File: src/hdl/assert_macros.svh
// Assertion macros used by the RTL back end (ssso_back.sv).
`ifndef ASSERT_MACROS_SVH
`define ASSERT_MACROS_SVH

`ifndef SYNTHESIS

`define ASSERT_PROP(lbl, clk, rstn, prop) \
  lbl: assert property (@(posedge clk) disable iff (!rstn) prop) \
    else $error("assertion failed");

`define ASSERT_NEVER(lbl, clk, rstn, prop) \
  lbl: assert property (@(posedge clk) disable iff (!rstn) !(prop)) \
    else $error("forbidden condition seen");

`else

`define ASSERT_PROP(lbl, clk, rstn, prop)

`define ASSERT_NEVER(lbl, clk, rstn, prop)

`endif

`endif

File: src/hdl/ssso_pkg.sv
package ssso_pkg;

  localparam int unsigned BitsPerDigit = 16;
  localparam int unsigned CntW         = 4;
  localparam int unsigned QueueDepth   = 4;
  localparam int unsigned QPtrW        = 2;
  localparam int unsigned QCntW        = 3;
  localparam int unsigned RecipTen     = 52429;
  localparam int unsigned RecipShift   = 19;
  localparam logic [7:0]  EnableBase   = 8'h10;

  typedef struct packed {
    logic [15:0] word;
    logic [1:0]  pos;
    logic        last;
  } digit_word_t;

  function automatic logic [7:0] seg_pattern(input logic [3:0] digit);
    logic [7:0] act;
    case (digit)
      4'd0:    act = 8'hFC;
      4'd1:    act = 8'h60;
      4'd2:    act = 8'hDA;
      4'd3:    act = 8'hF2;
      4'd4:    act = 8'h66;
      4'd5:    act = 8'hB6;
      4'd6:    act = 8'hBE;
      4'd7:    act = 8'hE0;
      4'd8:    act = 8'hFE;
      4'd9:    act = 8'hF6;
      default: act = 8'h00;
    endcase
    return ~act;
  endfunction

endpackage

File: src/hdl/ssso_front.sv
module ssso_front #(
  parameter int unsigned DIGITS = 4
) (
  input  logic                 clk_i,
  input  logic                 rst_ni,
  input  logic                 in_valid_i,
  output logic                 in_ready_o,
  input  logic [15:0]          in_value_i,
  output logic                 push_valid_o,
  input  logic                 push_ready_i,
  output ssso_pkg::digit_word_t push_data_o
);

  localparam logic [1:0] LastPos = 2'(DIGITS - 1);

  logic        busy_q, busy_d;
  logic [15:0] v_q, v_d;
  logic [1:0]  pos_q, pos_d;
  logic [31:0] prod;
  logic [12:0] quot;
  logic [15:0] quot_x10;
  logic [3:0]  rem;
  logic        push;
  logic        accept;

  assign prod     = 32'(v_q) * 32'(ssso_pkg::RecipTen);
  assign quot     = prod[31:ssso_pkg::RecipShift];
  assign quot_x10 = 16'({quot, 3'b000}) + 16'({quot, 1'b0});
  assign rem      = 4'(v_q - quot_x10);

  assign push         = busy_q && push_ready_i;
  assign push_valid_o = busy_q;
  assign in_ready_o   = !busy_q || (push && (pos_q == LastPos));
  assign accept       = in_valid_i && in_ready_o;

  always_comb begin
    push_data_o.word = {ssso_pkg::EnableBase << pos_q, ssso_pkg::seg_pattern(rem)};
    push_data_o.pos  = pos_q;
    push_data_o.last = (pos_q == LastPos);
  end

  always_comb begin
    busy_d = busy_q;
    v_d    = v_q;
    pos_d  = pos_q;
    if (push) begin
      v_d   = 16'(quot);
      pos_d = pos_q + 2'd1;
      if (pos_q == LastPos) begin
        busy_d = 1'b0;
      end
    end
    if (accept) begin
      busy_d = 1'b1;
      v_d    = in_value_i;
      pos_d  = 2'd0;
    end
  end

  always_ff @(posedge clk_i or negedge rst_ni) begin
    if (!rst_ni) begin
      busy_q <= 1'b0;
      pos_q  <= 2'd0;
    end else begin
      busy_q <= busy_d;
      pos_q  <= pos_d;
    end
  end

  always_ff @(posedge clk_i) begin
    v_q <= v_d;
  end

endmodule

File: src/hdl/ssso_queue.sv
module ssso_queue (
  input  logic                  clk_i,
  input  logic                  rst_ni,
  input  logic                  push_valid_i,
  output logic                  push_ready_o,
  input  ssso_pkg::digit_word_t push_data_i,
  output logic                  pop_valid_o,
  input  logic                  pop_ready_i,
  output ssso_pkg::digit_word_t pop_data_o
);

  localparam logic [ssso_pkg::QCntW-1:0] Full = ssso_pkg::QCntW'(ssso_pkg::QueueDepth);

  ssso_pkg::digit_word_t mem_q [ssso_pkg::QueueDepth];
  logic [ssso_pkg::QPtrW-1:0] wr_ptr_q, rd_ptr_q;
  logic [ssso_pkg::QCntW-1:0] cnt_q, cnt_d;
  logic push, pop;

  assign push_ready_o = (cnt_q != Full);
  assign pop_valid_o  = (cnt_q != '0);
  assign pop_data_o   = mem_q[rd_ptr_q];
  assign push         = push_valid_i && push_ready_o;
  assign pop          = pop_valid_o && pop_ready_i;

  always_comb begin
    cnt_d = cnt_q;
    if (push && !pop) begin
      cnt_d = cnt_q + 1'b1;
    end else if (pop && !push) begin
      cnt_d = cnt_q - 1'b1;
    end
  end

  always_ff @(posedge clk_i or negedge rst_ni) begin
    if (!rst_ni) begin
      wr_ptr_q <= '0;
      rd_ptr_q <= '0;
      cnt_q    <= '0;
    end else begin
      cnt_q <= cnt_d;
      if (push) begin
        wr_ptr_q <= wr_ptr_q + 1'b1;
      end
      if (pop) begin
        rd_ptr_q <= rd_ptr_q + 1'b1;
      end
    end
  end

  always_ff @(posedge clk_i) begin
    if (push) begin
      mem_q[wr_ptr_q] <= push_data_i;
    end
  end

endmodule

File: src/hdl/ssso_back.sv
`include "assert_macros.svh"

module ssso_back (
  input  logic                  clk_i,
  input  logic                  rst_ni,
  input  logic                  pop_valid_i,
  output logic                  pop_ready_o,
  input  ssso_pkg::digit_word_t pop_data_i,
  output logic                  out_valid_o,
  input  logic                  out_ready_i,
  output logic [7:0]            out_data_o,
  output logic                  out_last_o
);

  localparam logic [ssso_pkg::CntW-1:0] LastBit = ssso_pkg::CntW'(ssso_pkg::BitsPerDigit - 1);

  logic                     sh_valid_q, sh_valid_d;
  logic [15:0]              sh_word_q, sh_word_d;
  logic [ssso_pkg::CntW-1:0] sh_cnt_q, sh_cnt_d;
  logic [1:0]               sh_pos_q, sh_pos_d;
  logic                     sh_last_q, sh_last_d;
  logic                     o_valid_q, o_valid_d;
  logic [7:0]               o_data_q, o_data_d;
  logic                     o_last_q, o_last_d;
  logic                     out_free, emit, final_bit, pop;

  assign out_free    = !o_valid_q || out_ready_i;
  assign emit        = out_free && sh_valid_q;
  assign final_bit   = (sh_cnt_q == LastBit);
  assign pop         = pop_valid_i && (!sh_valid_q || (emit && final_bit));
  assign pop_ready_o = !sh_valid_q || (emit && final_bit);

  always_comb begin
    sh_valid_d = sh_valid_q;
    sh_word_d  = sh_word_q;
    sh_cnt_d   = sh_cnt_q;
    sh_pos_d   = sh_pos_q;
    sh_last_d  = sh_last_q;
    o_valid_d  = o_valid_q;
    o_data_d   = o_data_q;
    o_last_d   = o_last_q;
    if (out_free) begin
      o_valid_d = 1'b0;
    end
    if (emit) begin
      o_valid_d = 1'b1;
      o_data_d  = {4'b0000, sh_pos_q, final_bit, sh_word_q[0]};
      o_last_d  = final_bit && sh_last_q;
      sh_word_d = {1'b0, sh_word_q[15:1]};
      sh_cnt_d  = sh_cnt_q + 1'b1;
      if (final_bit) begin
        sh_valid_d = 1'b0;
      end
    end
    if (pop) begin
      sh_valid_d = 1'b1;
      sh_word_d  = pop_data_i.word;
      sh_cnt_d   = '0;
      sh_pos_d   = pop_data_i.pos;
      sh_last_d  = pop_data_i.last;
    end
  end

  always_ff @(posedge clk_i or negedge rst_ni) begin
    if (!rst_ni) begin
      sh_valid_q <= 1'b0;
      sh_cnt_q   <= '0;
      o_valid_q  <= 1'b0;
    end else begin
      sh_valid_q <= sh_valid_d;
      sh_cnt_q   <= sh_cnt_d;
      o_valid_q  <= o_valid_d;
    end
  end

  always_ff @(posedge clk_i) begin
    sh_word_q <= sh_word_d;
    sh_pos_q  <= sh_pos_d;
    sh_last_q <= sh_last_d;
    o_data_q  <= o_data_d;
    o_last_q  <= o_last_d;
  end

  assign out_valid_o = o_valid_q;
  assign out_data_o  = o_data_q;
  assign out_last_o  = o_last_q;

  `ASSERT_PROP(a_last_on_latch, clk_i, rst_ni, (o_valid_q && o_last_q) |-> o_data_q[1])
  `ASSERT_PROP(a_enable_onehot, clk_i, rst_ni, (sh_valid_q && sh_cnt_q == '0) |-> $onehot(sh_word_q[15:8]))
  `ASSERT_PROP(a_digit_continues, clk_i, rst_ni, (emit && !final_bit) |=> sh_valid_q)
  `ASSERT_NEVER(a_no_pop_mid_digit, clk_i, rst_ni, pop && sh_valid_q && !final_bit)

endmodule

File: src/hdl/seven_segment_shift_out_top.sv
// Channel   Dir  tdata (low bit up)                                 tlast
// s_axis    in   value[15:0]                                        -
// m_axis    out  serial_bit, latch_after, digit_position[1:0], pad  last
//
// Each number produces DIGITS*16 output transfers, one bit per cycle when the
// output is not stalled. The bit shifter in the back end limits the throughput;
// the front end does one division by ten per cycle while the digit queue has room.
// A four-entry digit queue lets the front end take the next number while bits
// of the previous one are still being shifted out.
// Reset is asynchronous and active low; no clearing pass is needed.
module seven_segment_shift_out_top #(
  parameter int unsigned DIGITS = 4
) (
  input  logic        clk_i,
  input  logic        rst_ni,
  input  logic        s_axis_tvalid,
  output logic        s_axis_tready,
  input  logic [15:0] s_axis_tdata,   // value[15:0]
  output logic        m_axis_tvalid,
  input  logic        m_axis_tready,
  output logic [7:0]  m_axis_tdata,   // serial_bit, latch_after, digit_position[1:0], 4'b0
  output logic        m_axis_tlast
);

  ssso_pkg::digit_word_t push_data, pop_data;
  logic push_valid, push_ready, pop_valid, pop_ready;

  ssso_front #(
    .DIGITS(DIGITS)
  ) u_front (
    .clk_i       (clk_i),
    .rst_ni      (rst_ni),
    .in_valid_i  (s_axis_tvalid),
    .in_ready_o  (s_axis_tready),
    .in_value_i  (s_axis_tdata),
    .push_valid_o(push_valid),
    .push_ready_i(push_ready),
    .push_data_o (push_data)
  );

  ssso_queue u_queue (
    .clk_i       (clk_i),
    .rst_ni      (rst_ni),
    .push_valid_i(push_valid),
    .push_ready_o(push_ready),
    .push_data_i (push_data),
    .pop_valid_o (pop_valid),
    .pop_ready_i (pop_ready),
    .pop_data_o  (pop_data)
  );

  ssso_back u_back (
    .clk_i      (clk_i),
    .rst_ni     (rst_ni),
    .pop_valid_i(pop_valid),
    .pop_ready_o(pop_ready),
    .pop_data_i (pop_data),
    .out_valid_o(m_axis_tvalid),
    .out_ready_i(m_axis_tready),
    .out_data_o (m_axis_tdata),
    .out_last_o (m_axis_tlast)
  );

endmodule

File: config.mk
export PLATFORM = sky130hd
export DESIGN_NAME = seven_segment_shift_out_top
export DESIGN_NICKNAME = d
export VERILOG_FILES = /design/src/hdl/ssso_pkg.sv /design/src/hdl/ssso_front.sv /design/src/hdl/ssso_queue.sv /design/src/hdl/ssso_back.sv /design/src/hdl/seven_segment_shift_out_top.sv
export VERILOG_INCLUDE_DIRS = /design/src /design/src/hdl
export SDC_FILE = /design/constraint.sdc
export NUM_CORES = 1
export LEC_CHECK = 0
export BUFFER_PORTS_ARGS = -buffer_cell sky130_fd_sc_hd__clkbuf_2
export CAP_MARGIN = 20
export CELL_PAD_IN_SITES_DETAIL_PLACEMENT = 0
export CELL_PAD_IN_SITES_GLOBAL_PLACEMENT = 2
export CORE_ASPECT_RATIO = 1.25
export CORE_MARGIN = 5
export CORE_UTILIZATION = 35
export CTS_CLUSTER_DIAMETER = 200
export DETAILED_ROUTE_END_ITERATION = 16
export GPL_TIMING_DRIVEN = 1
export HOLD_SLACK_MARGIN = 0.08
export PLACE_DENSITY = 0.69
export SETUP_SLACK_MARGIN = 0.15
export SYNTH_ARGS = -nofsm -noshare
export SYNTH_HDL_FRONTEND = slang
export SYNTH_SLANG_ARGS = --single-unit
File: constraint.sdc
create_clock -name clk_i -period 20.3 [get_ports clk_i]
set_input_delay 4.06 -clock clk_i [delete_from_list [all_inputs] [get_ports clk_i]]
set_output_delay 4.06 -clock clk_i [all_outputs]
set_load 0.01 [all_outputs]
==> results.txt, run 1 <==
----------------------------------------------------
[Outcome]
  Run status ... finished, final reports clean

[Worst setup path]
  Worst Path Max Fanout ... 13
  Required time of the critical path ... 20.35 ns
  Arrival time reported for the critical path endpoint ... 7.16 ns
  Crit start category ... flip-flop
  Type of the setup path with the least slack ... flip-flop to flip-flop
  Source of the worst register-to-register timing path ... u_front.v_q[6]$_DFFE_PP_
  Worst stage delay on the critical path ... 0.60 ns
  Cells along the critical path ... ha_1 -> inv_1 -> fa_1 -> inv_1 -> fa_1 -> fa_1 -> fa_1 -> inv_1 -> fa_1 -> inv_1 -> ha_1 -> and3_4 -> a221oi_2 -> nand2_1 -> a211oi_1 -> xnor2_1 -> ha_1 -> xor2_1 -> and2_1 -> mux2i_1
  R2R setup slack ... 13.20 ns
  Worst path top cell family by delay ... adder cells
  Cell with the largest stage delay on the worst path ... xor2_1
  Category of the worst setup path capture point ... flip-flop
  Worst path bufs/invs ... 4
  Critical R2R Capture ... u_queue.mem_q[2][8]$_DFFE_PP_
  Cell seen most often among critical-path stages ... fa_1
  Logic depth of the worst register-to-register path ... 20

[GRT]
  Largest net degree at the start of global routing ... 22
  Met2 Use GR ... 27.2%
  Routing usage on met1 ... 17.4%
  GRT Total Usage ... 14.6%
  Via count of the first global-routing pass ... 5918
  Most crowded layer after global routing ... met2
  Global-route wire length before repair ... 33000 um
  Met3 capacity usage during global routing ... 1.27%
  Overflow after GRT ... 0
  Number of antenna violations at the first check in global routing ... 0

[STA]
  Final setup violation count ... 0
  Worst Skew ... 0.0169 ns
  Timing-limited maximum frequency ... 141 MHz
  Headroom to the max-slew limit ... 38.4%
  RSZ-0062 raised after global routing ... false
  Worst-margin pin slew ... 0.924 ns
  Accumulated negative setup slack ... 0 ns
  Setup ws final ... 13.20 ns
  Pins Over Slew Limit ... 0
  Tcrit/Tclk final ... 35.0%
  Final Hold Violating Endpoints ... 0
  Time the worst path needs with I/O delays and setup ... 7.10 ns

[Die]
  Rows ... 66
  Top-level port count ... 31
  Horiz. Die Dim ... 155 um
  Core Area ... 0.0260 mm^2
  Die Footprint ... 0.0296 mm^2
  DIE HEIGHT ... 191 um
  Effective utilization at floorplan ... 35.4%

[Synth]
  Proportion of synthesized chip area in sequential cells ... 34.4%
  Count of flip-flops with a built-in enable after synthesis ... 92
  Leading cell type by number of instances after synthesis ... inv_1
  Number of distinct library cell variants in the gate-level netlist after synthesis ... 53
  Biggest area contributors in the synthesized netlist ... edfxtp_1 30%, ha_1 20%, fa_1 18%
  Combinational family with the most area after synthesis ... adder cells
  Count of mapped cells out of synthesis ... 799
  Adder-cell share of the synthesized area ... 37.8%
  Count of yosys warnings during synthesis ... 0
  Flip-flop and latch count after synthesis ... 108
  Share of the synthesized area in the top cell type ... 30.0%
  Synthesized cell area ... 0.00920 mm^2
  Simple-gate share of the synthesized area ... 7.07%
  Async SR Flop Fraction ... 14.8%
  Syn Area/Cell ... 11.5 um^2
  Share of synthesized area spent on multiplexers ... 4.12%
  Biggest area consumer among synthesized cells ... edfxtp_1
  Synth top cells by count ... 197 x inv_1, 148 x ha_1, 92 x edfxtp_1, 81 x fa_1, 66 x nand2_1
  Fraction of synthesized cell area in xor and xnor cells ... 3.01%
  Fraction of the mapped netlist area in compound gates ... 4.76%
  Commonest register cell after synthesis ... edfxtp_1

[Hold path]
  Hold Path Sink ... u_back.out_data_o[2]$_DFFE_PP_
  Launch point of the worst hold path ... u_back.sh_pos_q[0]$_DFFE_PP_
  Instance count along the most critical hold path ... 0
  Worst hold path class ... flip-flop to flip-flop

[Route]
  WL final ... 20100 um
  Number of nets with antenna violations after detailed routing ... 0
  DR iter-0 viols ... 144
  Routed via count divided by cell count ... 4.56
  First drt pass iteration count ... 4
  Overall via count from detail_route ... 5339
  Average routed wire per standard cell ... 17.1 um
  Post-route DRC violation count ... 0

[Clock network]
  Hold buffer count at CTS ... 0
  Root buffer cell ... clkbuf_16
  CTS tree ... yes
  Clock-pin slew on the worst setup and hold paths ... 0.08 ns
  CTS H-tree depth ... 3
  Number of buffers created by CTS ... 9
  Worst-skew pair later-pin latency ... 0.35 ns
  Clock sinks ... 108
  Number of gates resized after CTS ... 0
  Clock tree buffer depth ... 2
  Number of buffers inserted by post-CTS setup repair ... 0

[Finish]
  Total inserted antenna cells ... 0
  Ratio of cells with drive above 1 in the final layout ... 9.03%
  Filler cell count in the final layout ... 2642
  Layout net count ... 1075
  Area growth from synthesis to layout ... 8.79%

[Placement]
  Number of input and output port buffers inserted ... 26
  Detailed placement HPWL ... 17300 um
  Placer Congestion ... 0.909
  Placement Setup Slack ... 13.22 ns

[Run]
  Max-capacitance violation count ... 0

----------------------------------------------------
==> worst max-delay path by stage <==
| stage | slack [ns] | start | cells past startpoint | end |
|---|---|---|---|---|
| 2_1_floorplan | 13.56 | u_front.v_q[7]$_DFFE_PP_ | 21 | u_queue.mem_q[0][6]$_DFFE_PP_ |
| 3_3_place_gp | 13.24 | u_front.v_q[6]$_DFFE_PP_ | 21 | u_queue.mem_q[0][8]$_DFFE_PP_ |
| 3_5_place_dp | 13.22 | u_front.v_q[6]$_DFFE_PP_ | 21 | u_queue.mem_q[2][8]$_DFFE_PP_ |
| 4_1_cts | 13.18 | u_front.v_q[6]$_DFFE_PP_ | 21 | u_queue.mem_q[0][8]$_DFFE_PP_ |
| 5_1_grt | 12.74 | u_front.v_q[6]$_DFFE_PP_ | 21 | u_queue.mem_q[2][7]$_DFFE_PP_ |
| 6_report | 13.20 | u_front.v_q[6]$_DFFE_PP_ | 20 | u_queue.mem_q[2][8]$_DFFE_PP_ |
==> cell usage in the layout, fill, tap and decap left out, drive strengths merged, types with 3 or more instances in the layout <==
| cell | count |
|---|---|
| dfrtp | 16 |
| clkinv | 3 |
| or3 | 4 |
| nand3 | 4 |
| edfxtp | 92 |
| mux2i | 6 |
| o21a | 4 |
| o31ai | 4 |
| conb | 4 |
| mux4 | 13 |
| nor3 | 5 |
| a21oi | 16 |
| xnor2 | 16 |
| a211oi | 5 |
| ha | 148 |
| o21ai | 12 |
| nand2b | 5 |
| nand2 | 66 |
| clkbuf | 35 |
| xor2 | 13 |
| a31oi | 3 |
| fa | 81 |
| and2 | 12 |
| a21o | 7 |
| inv | 200 |
| and3 | 12 |
| nor2 | 21 |
==> layer usage <==
layer | wire, um | share of wire [%] | vias up
met3 | 269 | 1.3 | 27
li1 | - | - | 2665
met1 | 8140 | 41 | 2596
met2 | 11000 | 55 | 51
met4 | 682 | 3.4 | 0
met5 | 0 | 0 | -
==> area by class of cell <==
class	instances	area [um^2]	share of cell area, %
Inverter	197	739	7.39
Clock buffer	9	225	2.25
Sequential cell	108	3160	31.6
Tap cell	340	425	4.25
Timing Repair Buffer	27	138	1.38
Multi-Input combinational cell	483	5240	52.3
Clock inverter	7	77.6	0.775
==> state kept, by name, indices dropped and copies added (netlist names) <==
| register | flops |
|---|---|
| u_back.out_data_o | 4 |
| u_back.out_last_o | 1 |
| u_back.out_valid_o | 1 |
| u_back.sh_cnt_q | 4 |
| u_back.sh_last_q | 1 |
| u_back.sh_pos_q | 2 |
| u_back.sh_valid_q | 1 |
| u_back.sh_word_q | 16 |
| u_front.pos_q | 2 |
| u_front.push_valid_o | 1 |
| u_front.v_q | 16 |
| u_queue.cnt_q | 3 |
| u_queue.mem_q | 52 |
| u_queue.rd_ptr_q | 2 |
| u_queue.wr_ptr_q | 2 |
==> stage by stage <==
| stage | hold WS, ns | cells | cell area (um^2) | utilization, % |
|---|---|---|---|---|
| 6_report | 0.425 | 1171 | 10000 | 38.5 |
| 5_1_grt | 0.428 | 1171 | 10000 | 38.5 |
| 4_1_cts | 0.426 | 1171 | 10000 | 38.5 |
| 3_5_place_dp | 0.412 | 1155 | 9700 | 37.3 |
| 3_3_place_gp | 0.409 | 1155 | 9700 | 37.3 |
| 2_1_floorplan | 0.400 | 802 | 9210 | - |
==> worst reg2reg max path, cell delays in order, from the launching register on <==
cell and delay (ns):
edfxtp_1 0.55, ha_1 0.41, inv_1 0.12, fa_1 0.56
inv_1 0.06, fa_1 0.50, fa_1 0.52, fa_1 0.54
inv_1 0.05, fa_1 0.53, inv_1 0.04, ha_1 0.31
and3_4 0.21, a221oi_2 0.33, nand2_1 0.09, a211oi_1 0.29
xnor2_1 0.24, ha_1 0.34, xor2_1 0.60, and2_1 0.33
mux2i_1 0.17
==> kinds of logic after synthesis <==
group / Yosys count
adder cells (fa/ha/maj): 229
AND/OR/NAND/NOR: 138
other: 1
buffers and inverters: 211
multiplexers: 21
AO/OA/AOI/OAI: 62
flip-flops: 108
XOR/XNOR: 29
Power of run 1 is not shown: default switching activity piles up to over one toggle a cycle in this logic, so the estimate is an artifact.
==> run 2: changes to the inputs <==
ABC_AREA = 1   (was not set)
PLACE_DENSITY = 0.73   (was 0.69)
clock period = 7.3 ns   (was 20.3 ns; I/O delays follow)
==> run 2 against run 1 <==
- utilization grew 0.11 points
- first-iteration DRC count up 73%
- hold slack worse by 0.0025 ns
- clock-buffer cell count up 2
- global-route usage grew 1.2 points
- synthesized cell count grew 34%
- largest cell class unchanged
- non-clock buffer count up 6
- cell count up 24%
==> results.txt, run 2 <==
----------------------------------------------------
[Clock network]
  Number of buffers inserted by post-CTS setup repair ... 0
  Worst-skew pair later-pin latency ... 0.35 ns
  Root buffer cell ... clkbuf_16
  Number of gates resized after CTS ... 0
  CTS H-tree depth ... 3
  Number of buffers created by CTS ... 9
  CTS tree ... yes
  Hold buffer count at CTS ... 0
  Clock tree buffer depth ... 2
  Clock sinks ... 108
  Clock-pin slew on the worst setup and hold paths ... 0.08 ns

[Run]
  Max-capacitance violation count ... 0

[Worst setup path]
  Worst Path Max Fanout ... 7
  R2R setup slack ... 0.51 ns
  Type of the setup path with the least slack ... flip-flop to flip-flop
  Arrival time reported for the critical path endpoint ... 6.88 ns
  Crit start category ... flip-flop
  Critical R2R Capture ... u_queue.mem_q[1][5]$_DFFE_PP_
  Source of the worst register-to-register timing path ... u_front.v_q[6]$_DFFE_PP_
  Required time of the critical path ... 7.39 ns
  Category of the worst setup path capture point ... flip-flop
  Logic depth of the worst register-to-register path ... 26

[Die]
  Effective utilization at floorplan ... 35.6%
  Rows ... 68
  Horiz. Die Dim ... 160 um
  DIE HEIGHT ... 198 um
  Core Area ... 0.0277 mm^2
  Top-level port count ... 31
  Die Footprint ... 0.0317 mm^2

[GRT]
  Via count of the first global-routing pass ... 7115
  Overflow after GRT ... 0
  Global-route wire length before repair ... 38800 um
  Largest net degree at the start of global routing ... 32
  Number of antenna violations at the first check in global routing ... 0
  GRT Total Usage ... 15.8%

[Placement]
  Placer Congestion ... 0.904
  Number of input and output port buffers inserted ... 26
  Detailed placement HPWL ... 20600 um

[Route]
  WL final ... 24100 um
  DR iter-0 viols ... 249
  Routed via count divided by cell count ... 4.62
  First drt pass iteration count ... 4
  Average routed wire per standard cell ... 16.6 um
  Number of nets with antenna violations after detailed routing ... 0
  Post-route DRC violation count ... 0
  Overall via count from detail_route ... 6715

[Hold path]
  Launch point of the worst hold path ... u_back.sh_pos_q[0]$_DFFE_PP_
  Hold Path Sink ... u_back.out_data_o[2]$_DFFE_PP_
  Instance count along the most critical hold path ... 0
  Worst hold path class ... flip-flop to flip-flop

[Synth]
  Flip-flop and latch count after synthesis ... 108
  Share of the synthesized area in the top cell type ... 28.0%
  Syn Area/Cell ... 9.26 um^2
  Proportion of synthesized chip area in sequential cells ... 32.0%
  Count of mapped cells out of synthesis ... 1067
  Biggest area consumer among synthesized cells ... edfxtp_1
  Async SR Flop Fraction ... 14.8%
  Biggest area contributors in the synthesized netlist ... edfxtp_1 28%, ha_1 19%, fa_1 16%
  Synthesized cell area ... 0.00988 mm^2
  Count of flip-flops with a built-in enable after synthesis ... 92
  Commonest register cell after synthesis ... edfxtp_1
  Leading cell type by number of instances after synthesis ... inv_1
  Count of yosys warnings during synthesis ... 0
  Synth top cells by count ... 254 x inv_1, 148 x ha_1, 147 x nand2_1, 120 x nor2_1, 92 x edfxtp_1
  Number of distinct library cell variants in the gate-level netlist after synthesis ... 41

[Finish]
  Total inserted antenna cells ... 0
  Area growth from synthesis to layout ... 8.34%
  Ratio of cells with drive above 1 in the final layout ... 7.08%
  Commonest non-fill, non-tap cells in the layout ... 254 x inv_1, 148 x ha_1, 147 x nand2_1
  Register bank with the most flops ... u_queue.mem_q
  Max reg flops ... 52
  Most frequent standard cell in the layout excluding fill and tap cells ... inv_1
  Layout net count ... 1346
  Leading registers by flop count ... u_queue.mem_q: 52 flops, u_back.sh_word_q: 16 flops, u_front.v_q: 16 flops

[Outcome]
  Run status ... finished, final reports clean

[STA]
  RSZ-0062 raised after global routing ... false
  Headroom to the max-slew limit ... 38.1%
  Pins Over Slew Limit ... 0
  Time the worst path needs with I/O delays and setup ... 6.79 ns
  Final setup violation count ... 0
  Tcrit/Tclk final ... 93.0%
  Worst Skew ... 0.0107 ns
  Worst-margin pin slew ... 0.926 ns
  Accumulated negative setup slack ... 0 ns
  Timing-limited maximum frequency ... 147 MHz
  Final Hold Violating Endpoints ... 0

----------------------------------------------------
run 2: cells by family after synthesis:
logic type / count (synthesis) / synth area share (%)
AND/OR/NAND/NOR: 324 / 14.0
buffers and inverters: 278 / 10.9
adder cells (fa/ha/maj): 229 / 35.2
AO/OA/AOI/OAI: 109 / 6.23
flip-flops: 108 / 32.0
XOR/XNOR: 17 / 1.51
other: 1 / 0.0380
multiplexers: 1 / 0.114
run 2: per-layer routing:
layer / vias up / GRT usage [%] / share of wire, %
met5: - / 0 / 0
met4: 0 / 5.10 / 2.7
met3: 30 / 1.77 / 2.0
met2: 89 / 30.5 / 54
met1: 3183 / 18.3 / 41
li1: 3413 / - / -
run 2: final cells by class:
class / count / area [um^2]
multi-input combinational: 684 / 5640
sequential: 108 / 3160
inverter: 261 / 980
clock inverter: 5 / 38.8
clock buffer: 11 / 254
timing repair buffer: 33 / 183
fill: 2856 / 17000
tap: 350 / 438
run 2: worst max path at each step:
stage / startpoint / to / slack, ns / cells after the start
after global routing: u_front.v_q[6]$_DFFE_PP_ / u_queue.mem_q[0][5]$_DFFE_PP_ / 0.16 / 26
after CTS: u_front.v_q[6]$_DFFE_PP_ / u_queue.mem_q[0][5]$_DFFE_PP_ / 0.54 / 26
after global placement: u_front.v_q[6]$_DFFE_PP_ / u_queue.mem_q[0][5]$_DFFE_PP_ / 0.56 / 26
after floorplan: u_front.v_q[4]$_DFFE_PP_ / u_queue.mem_q[0][5]$_DFFE_PP_ / 1.37 / 26
final: u_front.v_q[6]$_DFFE_PP_ / u_queue.mem_q[1][5]$_DFFE_PP_ / 0.51 / 26
after detailed placement: u_front.v_q[6]$_DFFE_PP_ / u_queue.mem_q[0][5]$_DFFE_PP_ / 0.58 / 26
run 2: stage by stage:
step | hold slack [ns] | setup WS [ns] | area [um^2] | std cells | util, %
6_report | 0.422 | 0.511 | 10700 | 1452 | 38.6
2_1_floorplan | 0.400 | 1.37 | 9890 | 1070 | -
5_1_grt | 0.435 | 0.162 | 10700 | 1452 | 38.6
4_1_cts | 0.422 | 0.540 | 10700 | 1452 | 38.6
3_5_place_dp | 0.405 | 0.579 | 10400 | 1436 | 37.5
3_3_place_gp | 0.405 | 0.562 | 10400 | 1436 | 37.5
run 2: critical path, cell delays in order (launching register included):
cell	delay [ns]
edfxtp_1	0.54
ha_1	0.41
inv_1	0.13
fa_1	0.55
inv_1	0.05
fa_1	0.51
fa_1	0.53
fa_1	0.55
inv_1	0.05
fa_1	0.56
inv_1	0.05
ha_1	0.36
nand2_1	0.13
nor2_1	0.11
inv_1	0.07
o21bai_1	0.20
inv_1	0.06
nand2_1	0.08
xor2_1	0.34
ha_1	0.34
or2_2	0.30
nand2_1	0.16
inv_1	0.12
nand2_1	0.08
o21ai_0	0.07
nand2_1	0.07
nand2_1	0.09
Power of run 2 is left out for the same reason.
==> run 3: changes to the inputs <==
CTS_BUF_LIST = sky130_fd_sc_hd__clkbuf_4   (was not set)
PLACE_DENSITY = 0.74   (was 0.73)
clock period = 7.5 ns   (was 7.3 ns; I/O delays follow)
==> run 3 against run 2 <==
- worst setup slack improved by 0.16 ns
- register-to-register slack improved by 0.16 ns
- critical endpoint is now u_queue.mem_q[3][5]$_DFFE_PP_
- sequential share of layout area increased by 0.48 points
- utilization decreased by 0.62 points
==> results.txt, run 3 (same netlist as run 2, synthesis figures left out) <==
----------------------------------------------------
[Worst setup path]
  Crit start category ... flip-flop
  Arrival time reported for the critical path endpoint ... 7.06 ns
  Worst path bufs/invs ... 6
  Cell seen most often among critical-path stages ... nand2_1
  Worst path top cell family by delay ... adder cells
  Logic depth of the worst register-to-register path ... 27
  Worst setup path start ... u_front.v_q[7]$_DFFE_PP_
  Source of the worst register-to-register timing path ... u_front.v_q[7]$_DFFE_PP_
  Worst Path Max Fanout ... 7
  Worst stage delay on the critical path ... 0.61 ns
  Cell with the largest stage delay on the worst path ... edfxtp_1
  Required time of the critical path ... 7.73 ns
  Number of cells on the critical path ... 27
  Category of the worst setup path capture point ... flip-flop
  Type of the setup path with the least slack ... flip-flop to flip-flop

[Die]
  Core Area ... 0.0277 mm^2
  Top-level port count ... 31
  Die Footprint ... 0.0317 mm^2
  Effective utilization at floorplan ... 35.6%
  Rows ... 68
  DIE HEIGHT ... 198 um
  Horiz. Die Dim ... 160 um

[Route]
  Average routed wire per standard cell ... 16.4 um
  Number of nets with antenna violations after detailed routing ... 0
  Routed via count divided by cell count ... 4.57
  DR iter-0 viols ... 261
  First drt pass iteration count ... 4
  Overall via count from detail_route ... 6631
  Post-route DRC violation count ... 0
  WL final ... 23800 um

[Finish]
  Number of non-filler instances in the completed layout ... 1451
  Most frequent standard cell in the layout excluding fill and tap cells ... inv_1
  Share of the core filled with cells in the final layout ... 38.0%
  Leading registers by flop count ... u_queue.mem_q: 52 flops, u_back.sh_word_q: 16 flops, u_front.v_q: 16 flops
  Ratio of cells with drive above 1 in the final layout ... 6.91%
  Max reg flops ... 52
  Commonest non-fill, non-tap cells in the layout ... 254 x inv_1, 148 x ha_1, 147 x nand2_1
  Register bank with the most flops ... u_queue.mem_q
  Layout net count ... 1344
  Area growth from synthesis to layout ... 6.60%

[STA]
  Worst Skew ... 0.0300 ns
  Final setup violation count ... 0
  Timing-limited maximum frequency ... 146 MHz
  RSZ-0062 raised after global routing ... false
  Worst-margin pin slew ... 0.927 ns
  Headroom to the max-slew limit ... 38.0%
  Tcrit/Tclk final ... 91.1%
  Pins Over Slew Limit ... 0
  Final Hold Violating Endpoints ... 0
  Time the worst path needs with I/O delays and setup ... 6.83 ns
  Accumulated negative setup slack ... 0 ns

[Hold path]
  Worst hold path class ... flip-flop to flip-flop
  Launch point of the worst hold path ... u_back.sh_pos_q[0]$_DFFE_PP_
  Instance count along the most critical hold path ... 0

[Run]
  Max-capacitance violation count ... 0

[Clock network]
  Clock sinks ... 108
  Number of gates resized after CTS ... 0
  Number of buffers inserted by post-CTS setup repair ... 0
  Number of buffers created by CTS ... 9
  Root buffer cell ... clkbuf_4
  CTS H-tree depth ... 3
  CTS tree ... yes
  Hold buffer count at CTS ... 0
  Clock-pin slew on the worst setup and hold paths ... 0.19 ns
  Worst-skew pair later-pin latency ... 0.49 ns
  Clock tree buffer depth ... 2

[GRT]
  Overflow after GRT ... 0
  Via count of the first global-routing pass ... 7077
  Largest net degree at the start of global routing ... 32
  Number of antenna violations at the first check in global routing ... 1
  Global-route wire length before repair ... 38500 um
  GRT Total Usage ... 15.8%

[Placement]
  Placed Instances ... 1434
  Number of input and output port buffers inserted ... 26
  Placer Congestion ... 0.881
  Detailed placement HPWL ... 20600 um

[Outcome]
  Run status ... finished, final reports clean

----------------------------------------------------
[run 3: through the flow]
stage | setup slack [ns] | instance area (um^2) | hold WS [ns]
3_5_place_dp | 0.707 | 10400 | 0.405
2_1_floorplan | 1.57 | 9890 | 0.400
4_1_cts | 0.652 | 10500 | 0.446
3_3_place_gp | 0.663 | 10400 | 0.404
5_1_grt | 0.233 | 10500 | 0.469
6_report | 0.670 | 10500 | 0.443
[run 3: final cells by class]
class                      count  area, um^2
inverter                     261         980
fill                        2846       17200
timing repair buffer          31         168
multi-input combinational    684        5640
clock inverter                 7        66.3
sequential                   108        3160
tap                          350         438
clock buffer                   9        67.6
antenna                        1        2.50
[run 3: final timing paths]
path                                             endpoint  slack [ns]
setup reg to reg            u_queue.mem_q[3][5]$_DFFE_PP_        0.67
setup / recovery            u_queue.mem_q[3][5]$_DFFE_PP_        0.67
hold / removal             u_back.out_data_o[2]$_DFFE_PP_        0.44
hold reg to reg            u_back.out_data_o[2]$_DFFE_PP_        0.44
min in group asynchronous  u_back.sh_cnt_q[2]$_DFFE_PN0P_        0.89
max in group asynchronous    u_front.pos_q[0]$_DFFE_PN0P_        6.31
[run 3: layer usage]
layer	up-vias	GRT usage, %	part of all wire, %
met5	-	0	0
met4	0	6.82	4.1
met3	44	1.62	1.8
met2	85	30.0	53
met1	3091	17.9	41
li1	3411	-	-
Power of run 3 is left out for the same reason.
